==> src/hw/rtl/pmmu_ram.sv <==
// generic single-port-write, registered-read ram
`timescale 1ns / 1ps
`default_nettype none
module pmmu_ram #(
	parameter int WIDTH = 8,
	parameter int DEPTH = 32
) (
	input  wire logic                     clk,
	input  wire logic                     we,
	input  wire logic [$clog2(DEPTH)-1:0] waddr,
	input  wire logic [WIDTH-1:0]         wdata,
	input  wire logic                     re,
	input  wire logic [$clog2(DEPTH)-1:0] raddr,
	output logic      [WIDTH-1:0]         rdata
);

	logic [WIDTH-1:0] mem [DEPTH];

	always_ff @(posedge clk) begin
		if (we)
			mem[waddr] <= wdata;
		if (re)
			rdata <= mem[raddr];
	end

endmodule
`default_nettype wire

==> config.mk <==
export PLATFORM = sky130hd
export DESIGN_NAME = pmmu_ram
export DESIGN_NICKNAME = d
export VERILOG_FILES = /design/src/hw/rtl/pmmu_ram.sv
export SDC_FILE = /design/constraint.sdc
export NUM_CORES = 1
export LEC_CHECK = 0
export BUFFER_PORTS_ARGS = -buffer_cell sky130_fd_sc_hd__buf_2
export CAP_MARGIN = 20
export CORE_ASPECT_RATIO = 1.25
export CORE_MARGIN = 3
export CORE_UTILIZATION = 61
export DETAILED_ROUTE_END_ITERATION = 16
export PLACE_DENSITY = 0.78
export SYNTH_ARGS = -nofsm -noshare
export SYNTH_HDL_FRONTEND = slang
export SYNTH_SLANG_ARGS = --single-unit
==> constraint.sdc <==
create_clock -name clk -period 3.1 [get_ports clk]
set_clock_uncertainty 0.2 [all_clocks]
set_input_delay 0.465 -clock clk [delete_from_list [all_inputs] [get_ports clk]]
set_output_delay 0.465 -clock clk [all_outputs]
set_load 0.02 [all_outputs]
==> impl_metrics.ini, run 1 <==
[outcome]
status = complete, no violations

[clock_tree]
post_cts_resized = 0
cts_max_path_buffers = 3
numClockSinks = 264
cts_hold_buf = 0
cts_root_buf = clkbuf_16
clk_pin_slew_ns = 0.07
clock_latency_ns = 0.50
numCtsBuffers = 23
cts_setup_buffers = 0
htreeDepth = 1
cts_tree = done

[grt]
grt_overflow_total = 0
grt_max_degree = 65
grt_pass1_wl_um = 30700
grt_pass1_vias = 4766
antenna_found_initial = 2
track_usage_pct = 23.2

[setup_path]
crit_chain = buf_4 -> buf_12 -> mux4_2 -> mux4_2 -> mux2_2
crit_fanout = 23
cp.arrival_ns = 2.38
worstSetupPathType = input pin to register
start_kind = input pin
critPathCaptureType = register
slowest_stage = mux4_2
crit_top_cell = mux4_2
slowest_delay_ns = 0.58
crit_required_ns = 3.15

[place]
gp_congestion = 0.752
dpl.hpwl_um = 11800
dp_cells = 665
place_area_um2 = 10700
io_buffer_count = 28

[synthesis]
syn_avg_cell_area_um2 = 24.3
ys_top_cells_by_count = edfxtp_1, mux4_2, nor2_1
synthesis.nets = 438
dominantRegCellSynth = edfxtp_1
synth-seq-cells = 264
yosys.cell_types.count = 14
synth_cells = 417
synth_top_cell_area_share_pct = 78.2
synth.area.top_cells = edfxtp_1, mux4_2, nor2_1
synth_warnings = 0
yosysMostFrequentCell = edfxtp_1
async_flop_share_pct = 0
yosysTopAreaCell = edfxtp_1
synthesis.area_um2 = 10100
yosysSeqAreaShare_pct = 78.2
synth-edff-count = 264

[floorplanning]
die_w_um = 121
coreArea_um2 = 16300
die_h_um = 150
rows = 52
ioPinCount = 29
die-area_um2 = 18200
start_util_pct = 62.3

[cells_and_area]
final_cells = 703
area_growth_pct = 11.9
final_area_um2 = 11300
fin_util_pct = 69.7
n_fill_cell = 999
layout-drive-gt1-share_pct = 35.3
nNetsFinal = 495
insertedDiodeCount = 0

[pwr]
p_per_area_nw_per_um2 = 615
max-vdd-ir-drop_mv = 0.511
leakagePower_nw = 3.56
total_power_w = 0.00697

[sta]
relSlewSlack_pct = 41.2
fin_crit_ns = 2.33
tns_ns = 0
fmax_ghz = 0.429
rsz0062_at_grt = no
finalSetupViolCount = 0
period_share_pct = 75.1
final_hold_viol_count = 0
worst_slew_pin_slew_ns = 0.879
drv_slew = 0

[routing]
drt_wl_total_um = 20100
vias = 4588
drc_errors = 0
vias_per_cell = 6.53
wl_per_cell_um = 28.5
drt_pre_antenna_iters = 4
final_antenna_net_count = 0
first_iter_violations = 495

[run]
max_cap_viol_count = 0

[worst_hold_path]
hp-class = input pin to register
flip-flops by register name, indices dropped and copies added, names as in the netlist:
register  cells
mem         256
rdata         8
layer usage:
layer	up-vias	part of all wire (%)	track usage [%]
met5	-	0.13	0
met4	4	2.3	5.89
met3	34	8.5	3.80
met2	229	50	35.9
met1	2426	39	35.7
li1	1895	-	-
cells in the final DEF (no fill, tap or decap):
cell	n
clkinv_2	4
bufinv_16	1
nand3b_1	5
clkinv_1	6
or3b_2	3
nor2_1	33
buf_4	21
clkbuf_1	3
buf_2	27
buf_12	4
clkbuf_16	23
clkinvlp_4	1
or3_1	1
nand3_1	2
edfxtp_1	264
mux4_2	80
nand2_1	1
mux2_2	8
kinds of logic after synthesis:
kind of cell	share of synthesized area, %
simple gates	2.05
flops	78.2
buf+inv	1.05
mux	18.7
area by class of cell:
class	count	area, um^2	share of cell area (%)
well taps	216	270	2.38
multi-input cells	133	2100	18.5
clock buffers	26	587	5.18
clock inverters	12	80.1	0.706
repair buffers	52	373	3.29
flip-flops and latches	264	7930	69.9
critical path: cells and delay by family:
family	cells	cell delay (ns)
buf+inv	2	0.47
mux	3	1.42
final timing paths:
kind	depth (start not counted)	slack (ns)	to	start
setup reg to reg	3	0.88	rdata[6]	mem[23][6]
hold reg to reg	3	0.80	rdata[4]	mem[18][4]
hold / removal	1	0.14	rdata[7]	re
setup / recovery	5	0.77	rdata[6]	raddr[0]
power by group:
group          total (W)  switching (W)  internal, W
combinational   0.000381       0.000216     0.000165
clock            0.00260        0.00116      0.00143
sequential       0.00400      0.0000151      0.00398
total            0.00697        0.00139      0.00558
through the flow:
stage | hold WS (ns) | setup WS [ns]
after floorplan | 0.364 | 0.493
after global placement | 0.636 | 0.272
after detailed placement | 0.646 | 0.253
after CTS | 0.133 | 0.753
after global routing | 0.146 | 0.714
final | 0.141 | 0.771
No activity file was read; power rests on OpenSTA's default activity.
==> run 2: changes to the inputs <==
- ABC_AREA: not set -> 1
- CORE_UTILIZATION: 61 -> 62
- PLACE_DENSITY: 0.78 -> 0.79
- clock period: 3.1 -> 2.4 ns (I/O delays scaled with it)
==> run 2 against run 1 <==
Net effect:
- worst setup slack lost 0.080 ns
- flip-flop and latch count unchanged
- wire length is 20% higher
- total power increased by 37%
- via count increased by 57%
- clock power rose by 46%
- global-route usage grew 1.7 points
- first-iteration DRC count up 110%
- sequential share of layout area is 4.3 points lower
- register-to-register slack gained 0.02 ns
- largest power group unchanged
- highest routed layer unchanged
==> impl_metrics.ini, run 2 <==
[sta]
drv_slew = 0
fin_crit_ns = 1.71
worst_slew_pin_slew_ns = 0.731
period_share_pct = 71.2
final_hold_viol_count = 0
tns_ns = 0
finalSetupViolCount = 0
rsz0062_at_grt = no
relSlewSlack_pct = 51.2
fmax_ghz = 0.585

[grt]
grt_max_degree = 65
grt_pass1_vias = 6777
track_usage_pct = 24.8
grt_pass1_wl_um = 37200
grt_overflow_total = 0
antenna_found_initial = 1

[cells_and_area]
largest_registers = mem: 256 flops, rdata: 8 flops
final_area_um2 = 12100
nNetsFinal = 990
largest_reg_flops = 256
layout_commonest_cell = nand2_1
layout-drive-gt1-share_pct = 11.2
largest-register = mem
n_fill_cell = 1145
multiInputGateArea_um2 = 2490
regArea_um2 = 7930
final_cell_mix = nand2_1, edfxtp_1, nand3_1
insertedDiodeCount = 0
area_growth_pct = 11.2
fin_util_pct = 71.2

[synthesis]
synth-seq-cells = 264
yosysSeqAreaShare_pct = 73.0
ys_top_cells_by_count = nand2_1, edfxtp_1, nand3_1
syn_avg_cell_area_um2 = 11.8
yosysTopAreaCell = edfxtp_1
synth-compound-area-share_pct = 0
synth_cells = 922
yosysMostFrequentCell = nand2_1
synth_top_cell_area_share_pct = 73.0
synth_warnings = 0
synthMuxAreaShare_pct = 0
synthAdderAreaFrac_pct = 0
synth_top_family_by_area = simple AND/OR/NAND/NOR gates
synth-edff-count = 264
synthesis.nets = 943
synth.area.top_cells = edfxtp_1, nand2_1, nand3_1
dominantRegCellSynth = edfxtp_1
yosys.cell_types.count = 11
synth-xor-area-share_pct = 0
synthesis.area_um2 = 10900
async_flop_share_pct = 0
yosys.area_share.simple_pct = 22.9

[clock_tree]
numClockSinks = 264
htreeDepth = 1
clk_pin_slew_ns = 0.07
cts_hold_buf = 0
cts_max_path_buffers = 3
cts_tree = done
numCtsBuffers = 24
cts_setup_buffers = 0
cts_root_buf = clkbuf_16
clock_latency_ns = 0.51
post_cts_resized = 0

[place]
dpl.hpwl_um = 14300
place_area_um2 = 11300
gp_congestion = 0.870
io_buffer_count = 28

[floorplanning]
die_h_um = 154
coreArea_um2 = 17000
rows = 53
start_util_pct = 64.0
die_w_um = 124
ioPinCount = 29
die-area_um2 = 19200

[pwr]
swShare_pct = 21.2
total_power_w = 0.00957
max-vdd-ir-drop_mv = 0.619
leakagePower_nw = 4.54
intPower_w = 0.00754
combinationalPowerShare_pct = 6.4
power_switching_w = 0.00203
power_frac_seq_pct = 54.0
p_clk_share_pct = 39.6
p_per_area_nw_per_um2 = 792

[setup_path]
crit_fanout = 1
crit_chain = buf_2
cp.arrival_ns = 1.15
slowest_stage = edfxtp_1
critPathCaptureType = output port
rr_worst_depth = 8
worstSetupPathType = register to output port
crit_buf_inv = 1
slowest_delay_ns = 0.45
crit_required_ns = 1.84
r2r-end = rdata[5]
r2r-start = mem[9][5]
r2r_slack_ns = 0.90
cp.depth = 1
critical-path-top-delay-family = flip-flops
start_kind = register

[worst_hold_path]
hold_path_end = rdata[2]
hp-class = input pin to register
hold_start = re
min_path_cells = 1

[outcome]
status = complete, no violations

[run]
max_cap_viol_count = 0

[routing]
vias_per_cell = 5.97
wl_per_cell_um = 19.9
vias = 7202
first_iter_violations = 1044
drc_errors = 0
drt_pre_antenna_iters = 6
final_antenna_net_count = 0
drt_wl_total_um = 24100
run 2: through the flow:
step           setup WS (ns)  hold WS [ns]  std cells
2_1_floorplan          0.806         0.259        922
3_3_place_gp           0.444         0.541       1163
3_5_place_dp           0.402         0.542       1163
4_1_cts                0.689        0.0164       1207
5_1_grt                0.664        0.0172       1207
6_report               0.691        0.0340       1207
run 2: metal layers:
metal | track usage [%] | routed length (um) | up-vias
met2 | 40.3 | 11900 | 406
li1 | - | - | 3300
met3 | 3.72 | 2210 | 65
met4 | 8.41 | 771 | 2
met1 | 35.1 | 9130 | 3429
met5 | 0 | 13 | -
run 2: how the worst max path moves through the flow:
stage	start	end	slack, ns
after CTS	rdata[2]	rdata[2]	0.69
final	rdata[2]	rdata[2]	0.69
after global routing	rdata[2]	rdata[2]	0.66
after floorplan	waddr[0]	mem[0][0]	0.81
after detailed placement	raddr[1]	rdata[4]	0.40
after global placement	raddr[1]	rdata[5]	0.44
run 2: logic make-up after synthesis:
group | Yosys count
flip-flops | 264
AND/OR/NAND/NOR | 596
buffers and inverters | 62
run 2: power groups by stage:
stage	registers, W	logic [W]	clock network, W
2_1_floorplan	0.00527	0.000370	0
3_3_place_gp	0.00526	0.000593	0
3_5_place_dp	0.00526	0.000605	0
4_1_cts	0.00516	0.000612	0.00384
5_1_grt	0.00517	0.000674	0.00401
6_report	0.00517	0.000614	0.00379
run 2: final cells by class:
cell class | count | share of cell area [%]
tap | 220 | 2.28
timing repair buffer | 73 | 4.60
clock buffer | 30 | 5.33
clock inverter | 14 | 1.21
inverter | 10 | 0.321
sequential | 264 | 65.6
multi-input combinational | 596 | 20.6
