--- config.mk ---
export PLATFORM = sky130hd
export DESIGN_NAME = pmmu_check
export DESIGN_NICKNAME = d
export VERILOG_FILES = /design/src/hw/rtl/pmmu_pkg.sv /design/src/hw/rtl/pmmu_check.sv
export SDC_FILE = /design/constraint.sdc
export NUM_CORES = 1
export LEC_CHECK = 0
export BUFFER_PORTS_ARGS = -buffer_cell sky130_fd_sc_hd__buf_2
export CAP_MARGIN = 20
export CELL_PAD_IN_SITES_DETAIL_PLACEMENT = 2
export CELL_PAD_IN_SITES_GLOBAL_PLACEMENT = 2
export CORE_MARGIN = 10
export CORE_UTILIZATION = 20
export DETAILED_ROUTE_END_ITERATION = 8
export PLACE_DENSITY = 0.87
export SLEW_MARGIN = 0
export SYNTH_ARGS = -nofsm -noshare
export SYNTH_HDL_FRONTEND = slang
export SYNTH_SLANG_ARGS = --single-unit
export TNS_END_PERCENT = 10
--- constraint.sdc ---
create_clock -name vclk -period 1.5
set_input_delay 0 -clock vclk [all_inputs]
set_output_delay 0 -clock vclk [all_outputs]
set_load 0.005 [all_outputs]
--- src/hw/rtl/pmmu_pkg.sv ---
// shared types, constants and helpers of the paged address translator
`timescale 1ns / 1ps
`default_nettype none
package pmmu_pkg;

	localparam int MODE_SETS      = 4;
	localparam int PHYS_ADDR_BITS = 22;
	localparam int PAGES          = 8;
	localparam int ENTRIES        = MODE_SETS * PAGES;
	localparam int IDX_W          = $clog2(ENTRIES);

	localparam int OP_W    = 3;
	localparam int MODE_W  = 2;
	localparam int VA_W    = 16;
	localparam int PAGE_W  = 3;
	localparam int LV_W    = 16;
	localparam int PA_W    = 22;
	localparam int RSN_W   = 2;
	localparam int BASE_W  = 12;
	localparam int DESC_W  = 11;
	localparam int FLAGS_W = 3;
	localparam int CFG_W   = 16;

	// (base + block) << 6 | displacement before the wrap
	localparam int RAW_PA_W = BASE_W + 1 + 6;
	localparam logic [RAW_PA_W-1:0] PHYS_MASK = RAW_PA_W'((64'd1 << PHYS_ADDR_BITS) - 64'd1);

	localparam logic [VA_W-1:0] STATUS_REG_RESET = 16'o177572;
	localparam logic [VA_W-1:0] BYTE_ADDR_MASK   = 16'hFFFE;

	// descriptor bit positions
	localparam int DESC_LEN_LSB = 4;
	localparam int DESC_WR_BIT  = 3;
	localparam int DESC_ED_BIT  = 2;

	typedef enum logic [OP_W-1:0] {
		OP_READ           = 3'd0,
		OP_READ_UNCHECKED = 3'd1,
		OP_WRITE_WORD     = 3'd2,
		OP_WRITE_BYTE     = 3'd3,
		OP_LOAD_BASE      = 3'd4,
		OP_LOAD_DESC      = 3'd5,
		OP_SET_PC         = 3'd6,
		OP_CLEAR_ABORT    = 3'd7
	} op_t;

	typedef enum logic [RSN_W-1:0] {
		RSN_NONE   = 2'd0,
		RSN_NONRES = 2'd1,
		RSN_LENGTH = 2'd2,
		RSN_RDONLY = 2'd3
	} reason_t;

	typedef enum logic [1:0] {
		KEY_NONRES = 2'd0,
		KEY_RDONLY = 2'd1,
		KEY_UNUSED = 2'd2,
		KEY_RW     = 2'd3
	} key_t;

	typedef enum logic {
		CFG_MAPPING = 1'b0,
		CFG_STATUS  = 1'b1
	} cfg_idx_t;

	typedef enum logic {
		ST_IDLE = 1'b0,
		ST_EXEC = 1'b1
	} state_t;

	// outcome of one access, from the check unit to the control
	typedef struct packed {
		logic [PA_W-1:0]  pa;
		logic [RSN_W-1:0] reason;
		logic             mark_set;
	} chk_t;

	function automatic logic [IDX_W-1:0] set_index(input logic [MODE_W-1:0] mode,
		input logic [PAGE_W-1:0] page);
		logic [MODE_W-1:0] m;
		m = mode;
		if (mode >= MODE_W'(MODE_SETS - 1))
			m = MODE_W'(MODE_SETS - 1);
		return IDX_W'({m, page});
	endfunction

endpackage
`default_nettype wire

--- src/hw/rtl/pmmu_check.sv ---
// translation, access checks and written-mark decision for one access
`timescale 1ns / 1ps
`default_nettype none
module pmmu_check import pmmu_pkg::*; (
	input  wire logic [OP_W-1:0]   op,
	input  wire logic [VA_W-1:0]   va,
	input  wire logic [BASE_W-1:0] base,
	input  wire logic [DESC_W-1:0] desc,
	input  wire logic              mapping,
	input  wire logic [VA_W-1:0]   status_addr,
	output chk_t                   chk
);

	logic [1:0]          key;
	logic [6:0]          len;
	logic [6:0]          block;
	logic                in_bounds;
	logic                is_access;
	logic                is_write;
	logic                checked;
	logic [RSN_W-1:0]    raw_reason;
	logic [RAW_PA_W-1:0] raw_pa;

	assign key   = desc[1:0];
	assign len   = desc[DESC_W-1:DESC_LEN_LSB];
	assign block = va[12:6];

	always_comb begin
		is_access = 1'b0;
		is_write  = 1'b0;
		checked   = 1'b0;
		case (op) inside
			OP_READ: begin
				is_access = 1'b1;
				checked   = 1'b1;
			end
			OP_READ_UNCHECKED: begin
				is_access = 1'b1;
			end
			OP_WRITE_WORD, OP_WRITE_BYTE: begin
				is_access = 1'b1;
				is_write  = 1'b1;
				checked   = 1'b1;
			end
			default: begin
				is_access = 1'b0;
			end
		endcase
	end

	// downward pages grow from the top of the page
	assign in_bounds = desc[DESC_ED_BIT] ? (block >= len) : (block <= len);

	always_comb begin
		if (key == KEY_NONRES || key == KEY_UNUSED)
			raw_reason = RSN_NONRES;
		else if (!in_bounds)
			raw_reason = RSN_LENGTH;
		else if (is_write && key != KEY_RW)
			raw_reason = RSN_RDONLY;
		else
			raw_reason = RSN_NONE;
	end

	assign raw_pa = ((RAW_PA_W'(base) + RAW_PA_W'(block)) << 6) | RAW_PA_W'(va[5:0]);

	always_comb begin
		chk.reason   = RSN_NONE;
		chk.pa       = '0;
		chk.mark_set = 1'b0;
		if (is_access) begin
			if (!mapping) begin
				chk.pa = PA_W'(va);
			end else begin
				// the status register itself is exempt from the written mark
				chk.mark_set = (op == OP_WRITE_WORD && va != status_addr)
					|| (op == OP_WRITE_BYTE && (va & BYTE_ADDR_MASK) != status_addr);
				if (checked)
					chk.reason = raw_reason;
				if (chk.reason == RSN_NONE)
					chk.pa = PA_W'(raw_pa & PHYS_MASK);
			end
		end
	end

endmodule
`default_nettype wire

==> results.sh, run 1 <==
export IMPL_setup_tns_ns=-1.612
export IMPL_post_synth_and_or_nand_nor_area_fraction_pct=27.59
export IMPL_mean_instance_size_in_the_synthesized_netlist_um2=6.612
export IMPL_final_area_um2=2202
export IMPL_timing_critical_path_to_type="output port"
export IMPL_multi_input_area_um2=1383
export IMPL_power_total_uw=788.5
export IMPL_worstSetupStartpoint="desc[8]"
export IMPL_grt_overflow_total=0
export IMPL_outcome="finished with violations"
export IMPL_required_time_at_the_worst_slack_endpoint_ns=1.50
export IMPL_worst_hold_path_type="in -> out"
export IMPL_hold_violations=0
export IMPL_synth_area_mux_share_pct=0
export IMPL_synth_most_common_cell="nand2_1"
export IMPL_power_ir_vdd_worst_v=0.0001345
export IMPL_numPlacedInstances=353
export IMPL_synth_fa_ha_area_share_pct=16.49
export IMPL_grt_first_pass_wirelength_mm=11.51
export IMPL_seq_cell_count=0
export IMPL_ys_warn_count=0
export IMPL_design_final_nets=361
export IMPL_synth_top_family_by_area="compound AO/OA/AOI/OAI gates"
export IMPL_globalRouteTotalUtil_pct=14.34
export IMPL_chipHeight_um=96.93
export IMPL_design_die_area_um2=9395
export IMPL_finalWirelength_mm=7.641
export IMPL_detailedRoute_firstPassIterationCount=4
export IMPL_synth_seq_area_share_pct=0
export IMPL_synth_top_area_share_pct=14.80
export IMPL_routabilityCongestion=0.7720
export IMPL_io_pins=84
export IMPL_hold_path_origin="va[13]"
export IMPL_via_count=1796
export IMPL_p_per_area_nw_per_um2=358.1
export IMPL_dp_hpwl_mm=5.712
export IMPL_final_max_slew_viol_count=0
export IMPL_post_place_ws_ns=-0.3203
export IMPL_post_route_cells_drive_above_1_share_pct=54.74
export IMPL_timing_final_setup_violations=20
export IMPL_failed_checks="negative setup slack"
export IMPL_p_leak_uw=0.0009955
export IMPL_antenna_found_initial=0
export IMPL_initial_core_util_pct=21.11
export IMPL_ranking_of_synthesized_cells_by_instance_count="nand2_1, xnor2_1, o21ai_1, ha_1, inv_1"
export IMPL_share_of_the_synthesized_area_in_compound_gates_ao_oa_aoi_oai_pct=32.24
export IMPL_synth_distinct_cells=42
export IMPL_num_clock_buffers=0
export IMPL_max_freq_mhz=615.5
export IMPL_timing_final_ws_setup_ns=-0.1247
export IMPL_worstSetupStartpointType="input pin"
export IMPL_max_cap_violations=0
export IMPL_cp_arrival_ns=1.62
export IMPL_synth_xor_area_share_pct=16.28
export IMPL_port_buffers=80
export IMPL_yosys_area_top_type="ha_1"
export IMPL_cp_max_fo=6
export IMPL_grt_pass1_vias=2102
export IMPL_postCtsHoldBufs=0
export IMPL_detail_route_iter0_violations=100
export IMPL_seqCellArea_um2=0
export IMPL_drt_antenna_violating_nets=0
export IMPL_period_minus_slack_ns=1.625
export IMPL_worstSetupPathType="in -> out"
export IMPL_drc=0
export IMPL_dpl_instance_area_um2=1838
export IMPL_finalNonFillerCells=357
export IMPL_period_share_pct=108.3
export IMPL_netlist_area_um2=1184
export IMPL_core_area_um2=5608
export IMPL_yosys_top_cells_area="ha_1, xnor2_1, nand2_1"
export IMPL_routed_wire_length_per_instance_um=21.40
export IMPL_rsz0062_at_grt="true"
export IMPL_post_synth_inst_count=179
export IMPL_drt_vias_per_instance=5.031
export IMPL_antenna_cells=0
export IMPL_rows=27
export IMPL_die_width_um=96.93
export IMPL_area_growth_synth_to_final_pct=86.05
export IMPL_num_fill_cells=677
export IMPL_maximum_number_of_pins_on_one_net_before_global_route_repair=15
-- layout by cell type (no fill, tap or decap), types with 3 or more instances in the layout --
cell type and instances:
nor2b_1 4, buf_6 7, nand2_1 24, inv_1 10, inv_2 3, o21ai_2 11
a21o_1 3, conb_1 3, buf_4 26, o21ai_1 8, nor2_1 10, o211ai_1 3
nand4_1 6, xnor2_1 18, xor2_1 4, ha_4 11, buf_2 74, a21oi_1 4
a21oi_2 5, nand2b_1 6, ha_1 3, nand3b_1 7
-- report_power, final --
| group | total (µW) | switching, µW | internal [µW] |
|---|---|---|---|
| clock | 0 | 0 | 0 |
| sequential | 0 | 0 | 0 |
| combinational | 789 | 400 | 388 |
| total | 789 | 400 | 388 |
-- worst paths after layout --
kind,end,cells after the start
hold / removal,chk[16],4
setup / recovery,chk[21],10
-- layout make-up --
cell class | count | share of cell area (%)
inverters | 14 | 2.500
well taps | 72 | 4.091
multi-input cells | 162 | 62.78
repair buffers | 109 | 30.63
-- stage by stage --
| stage | util (%) | hold slack (ns) |
|---|---|---|
| 6_report | 39.27 | 0.3123 |
| 5_1_grt | 39.27 | 0.3390 |
| 4_1_cts | 37.48 | 0.3106 |
| 3_5_place_dp | 32.78 | 0.3105 |
| 3_3_place_gp | 32.78 | 0.3055 |
| 2_1_floorplan | - | 0.05135 |
-- worst max-delay path, stage by stage --
cell and delay (ns):
buf_2 0.11, inv_2 0.07, ha_4 0.21, a21oi_4 0.16, o21ai_1 0.08, o21a_2 0.24
o31ai_4 0.34, buf_6 0.19, nor2_1 0.07, buf_2 0.14
-- metal layers --
layer	GRT usage [%]	vias to the layer above	part of all wire (%)
met5	0	-	0
met4	2.029	0	1.2
met3	1.987	8	3.9
met2	27.61	61	54
met1	16.35	873	40
li1	-	854	-
-- timing repair --
action / CTS / global route
pin swaps: 21 / 24
setup buffers: 1 / 3
endpoints found under the hold margin: 0 / 0
endpoints found under the setup margin: 20 / 20
resized for setup: 46 / 20
-- cell families after synthesis --
family | count (synthesis)
AOI/OAI and AO/OA | 57
and+or+nand+nor | 65
adders and majority gates | 15
xor gates and xnor gates | 22
other | 1
buffers and inverters | 19
Power figures use the tool's default switching activity.
==> run 2: changes to the inputs <==
--- a/config.mk
+++ b/config.mk
@@ -7,12 +7,10 @@
 export LEC_CHECK = 0
 export BUFFER_PORTS_ARGS = -buffer_cell sky130_fd_sc_hd__buf_2
 export CAP_MARGIN = 20
-export CELL_PAD_IN_SITES_DETAIL_PLACEMENT = 2
-export CELL_PAD_IN_SITES_GLOBAL_PLACEMENT = 2
 export CORE_MARGIN = 10
-export CORE_UTILIZATION = 20
+export CORE_UTILIZATION = 44
 export DETAILED_ROUTE_END_ITERATION = 8
-export PLACE_DENSITY = 0.87
+export PLACE_DENSITY = 0.9
 export SLEW_MARGIN = 0
 export SYNTH_ARGS = -nofsm -noshare
 export SYNTH_HDL_FRONTEND = slang
==> results.sh, run 2 (same netlist as run 1, synthesis figures left out) <==
export IMPL_failed_checks="negative setup slack"
export IMPL_grt_overflow_total=0
export IMPL_final_max_slew_viol_count=0
export IMPL_maximum_number_of_pins_on_one_net_before_global_route_repair=15
export IMPL_numPlacedInstances=305
export IMPL_p_int_uw=381.4
export IMPL_grt_first_pass_wirelength_mm=8.342
export IMPL_port_buffers=80
export IMPL_routabilityCongestion=0.8841
export IMPL_design_die_area_um2=5165
export IMPL_post_place_ws_ns=-0.2242
export IMPL_detailedRoute_firstPassIterationCount=5
export IMPL_leading_cell_types_in_the_layout_fill_and_taps_excluded="buf_2, nand2_1, buf_4"
export IMPL_power_ir_vdd_worst_v=0.0002966
export IMPL_p_leak_uw=0.0009687
export IMPL_detail_route_iter0_violations=244
export IMPL_area_growth_synth_to_final_pct=81.08
export IMPL_die_width_um=71.87
export IMPL_postCtsHoldBufs=0
export IMPL_period_share_pct=111.6
export IMPL_routed_wire_length_per_instance_um=20.66
export IMPL_seq_cell_count=0
export IMPL_seqCellArea_um2=0
export IMPL_power_switching_fraction_pct=50.83
export IMPL_via_count=1936
export IMPL_antenna_found_initial=0
export IMPL_combinationalPowerShare_pct=100.0
export IMPL_max_cap_violations=0
export IMPL_dp_hpwl_mm=3.967
export IMPL_power_net_switching_uw=394.3
export IMPL_max_freq_mhz=597.3
export IMPL_core_area_um2=2522
export IMPL_antenna_cells=0
export IMPL_layout_commonest_cell="buf_2"
export IMPL_drt_antenna_violating_nets=0
export IMPL_post_route_cells_drive_above_1_share_pct=53.57
export IMPL_timing_final_setup_violations=16
export IMPL_timing_final_ws_setup_ns=-0.1743
export IMPL_design_final_nets=356
export IMPL_rows=18
export IMPL_worst_slew_margin_rel_pct=54.99
export IMPL_post_route_util_pct=84.97
export IMPL_power_sequential_fraction_pct=0
export IMPL_drc=0
export IMPL_outcome="finished with violations"
export IMPL_worstSetupStartpointType="input pin"
export IMPL_clockPowerShare_pct=0
export IMPL_met2_wire_len_mm=2.949
export IMPL_met3RoutedLength_um=747
export IMPL_required_time_at_the_worst_slack_endpoint_ns=1.50
export IMPL_cp_max_fo=5
export IMPL_wl_met1_mm=2.356
export IMPL_least_margin_pin_slew_ns=0.6727
export IMPL_globalRouteTotalUtil_pct=18.53
export IMPL_num_fill_cells=153
export IMPL_drt_vias_per_instance=6.245
export IMPL_p_per_area_nw_per_um2=361.9
export IMPL_worstSetupPathType="in -> out"
export IMPL_hold_violations=0
export IMPL_worst_hold_path_type="in -> out"
export IMPL_finalNonFillerCells=310
export IMPL_io_pins=84
export IMPL_finalWirelength_mm=6.404
export IMPL_num_clock_buffers=0
export IMPL_initial_core_util_pct=46.92
export IMPL_chipHeight_um=71.87
export IMPL_grt_pass1_vias=1888
export IMPL_top_layer="met4"
export IMPL_timing_critical_path_to_type="output port"
export IMPL_period_minus_slack_ns=1.674
export IMPL_cp_arrival_ns=1.67
export IMPL_rsz0062_at_grt="true"
-- run 2: power groups by stage --
stage          sequential [µW]  clock (µW)  combinational, µW
6_report                     0           0                776
2_1_floorplan                0           0                301
5_1_grt                      0           0                827
3_5_place_dp                 0           0                543
3_3_place_gp                 0           0                529
4_1_cts                      0           0                643
-- run 2: final cells by class --
cell class	instances	area [µm²]	share of cell area [%]
Multi-Input combinational cell	162	1390	64.86
Timing Repair Buffer	104	658.1	30.71
Inverter	14	57.56	2.685
Tap cell	30	37.54	1.751
-- run 2: critical path, cell delays in order --
cell	delay [ns]
buf_2	0.14
ha_1	0.35
buf_4	0.16
o21a_1	0.22
o31ai_4	0.13
nand2_1	0.11
a211oi_2	0.30
o31ai_4	0.12
buf_2	0.14
-- run 2: worst paths after layout --
kind,startpoint,cells past startpoint,to
hold / removal,va[14],4,chk[17]
setup / recovery,va[9],9,chk[15]
-- run 2: routing by layer --
| layer | GRT usage [%] | vias to the layer above |
|---|---|---|
| met2 | 33.73 | 173 |
| met3 | 4.132 | 41 |
| met4 | 5.161 | 0 |
| li1 | - | 842 |
| met5 | 0 | - |
| met1 | 20.85 | 880 |
-- run 2: metrics by stage --
stage	instance area (µm²)	power (µW)	hold WS [ns]	setup TNS (ns)
floorplan	1191	300.6	0.05135	0
global placement	1740	529.3	0.3039	-1.918
detailed placement	1740	543.4	0.3068	-3.105
CTS	1982	642.7	0.3095	-0.1110
global route	2143	826.9	0.3459	-2.684
finish	2143	775.7	0.3091	-1.158
-- run 2: repair_timing --
action	CTS	global route
gates resized for setup	40	35
setup endpoints to repair	20	21
buffers inserted	2	2
gates cloned	1	0
pin swaps	15	21
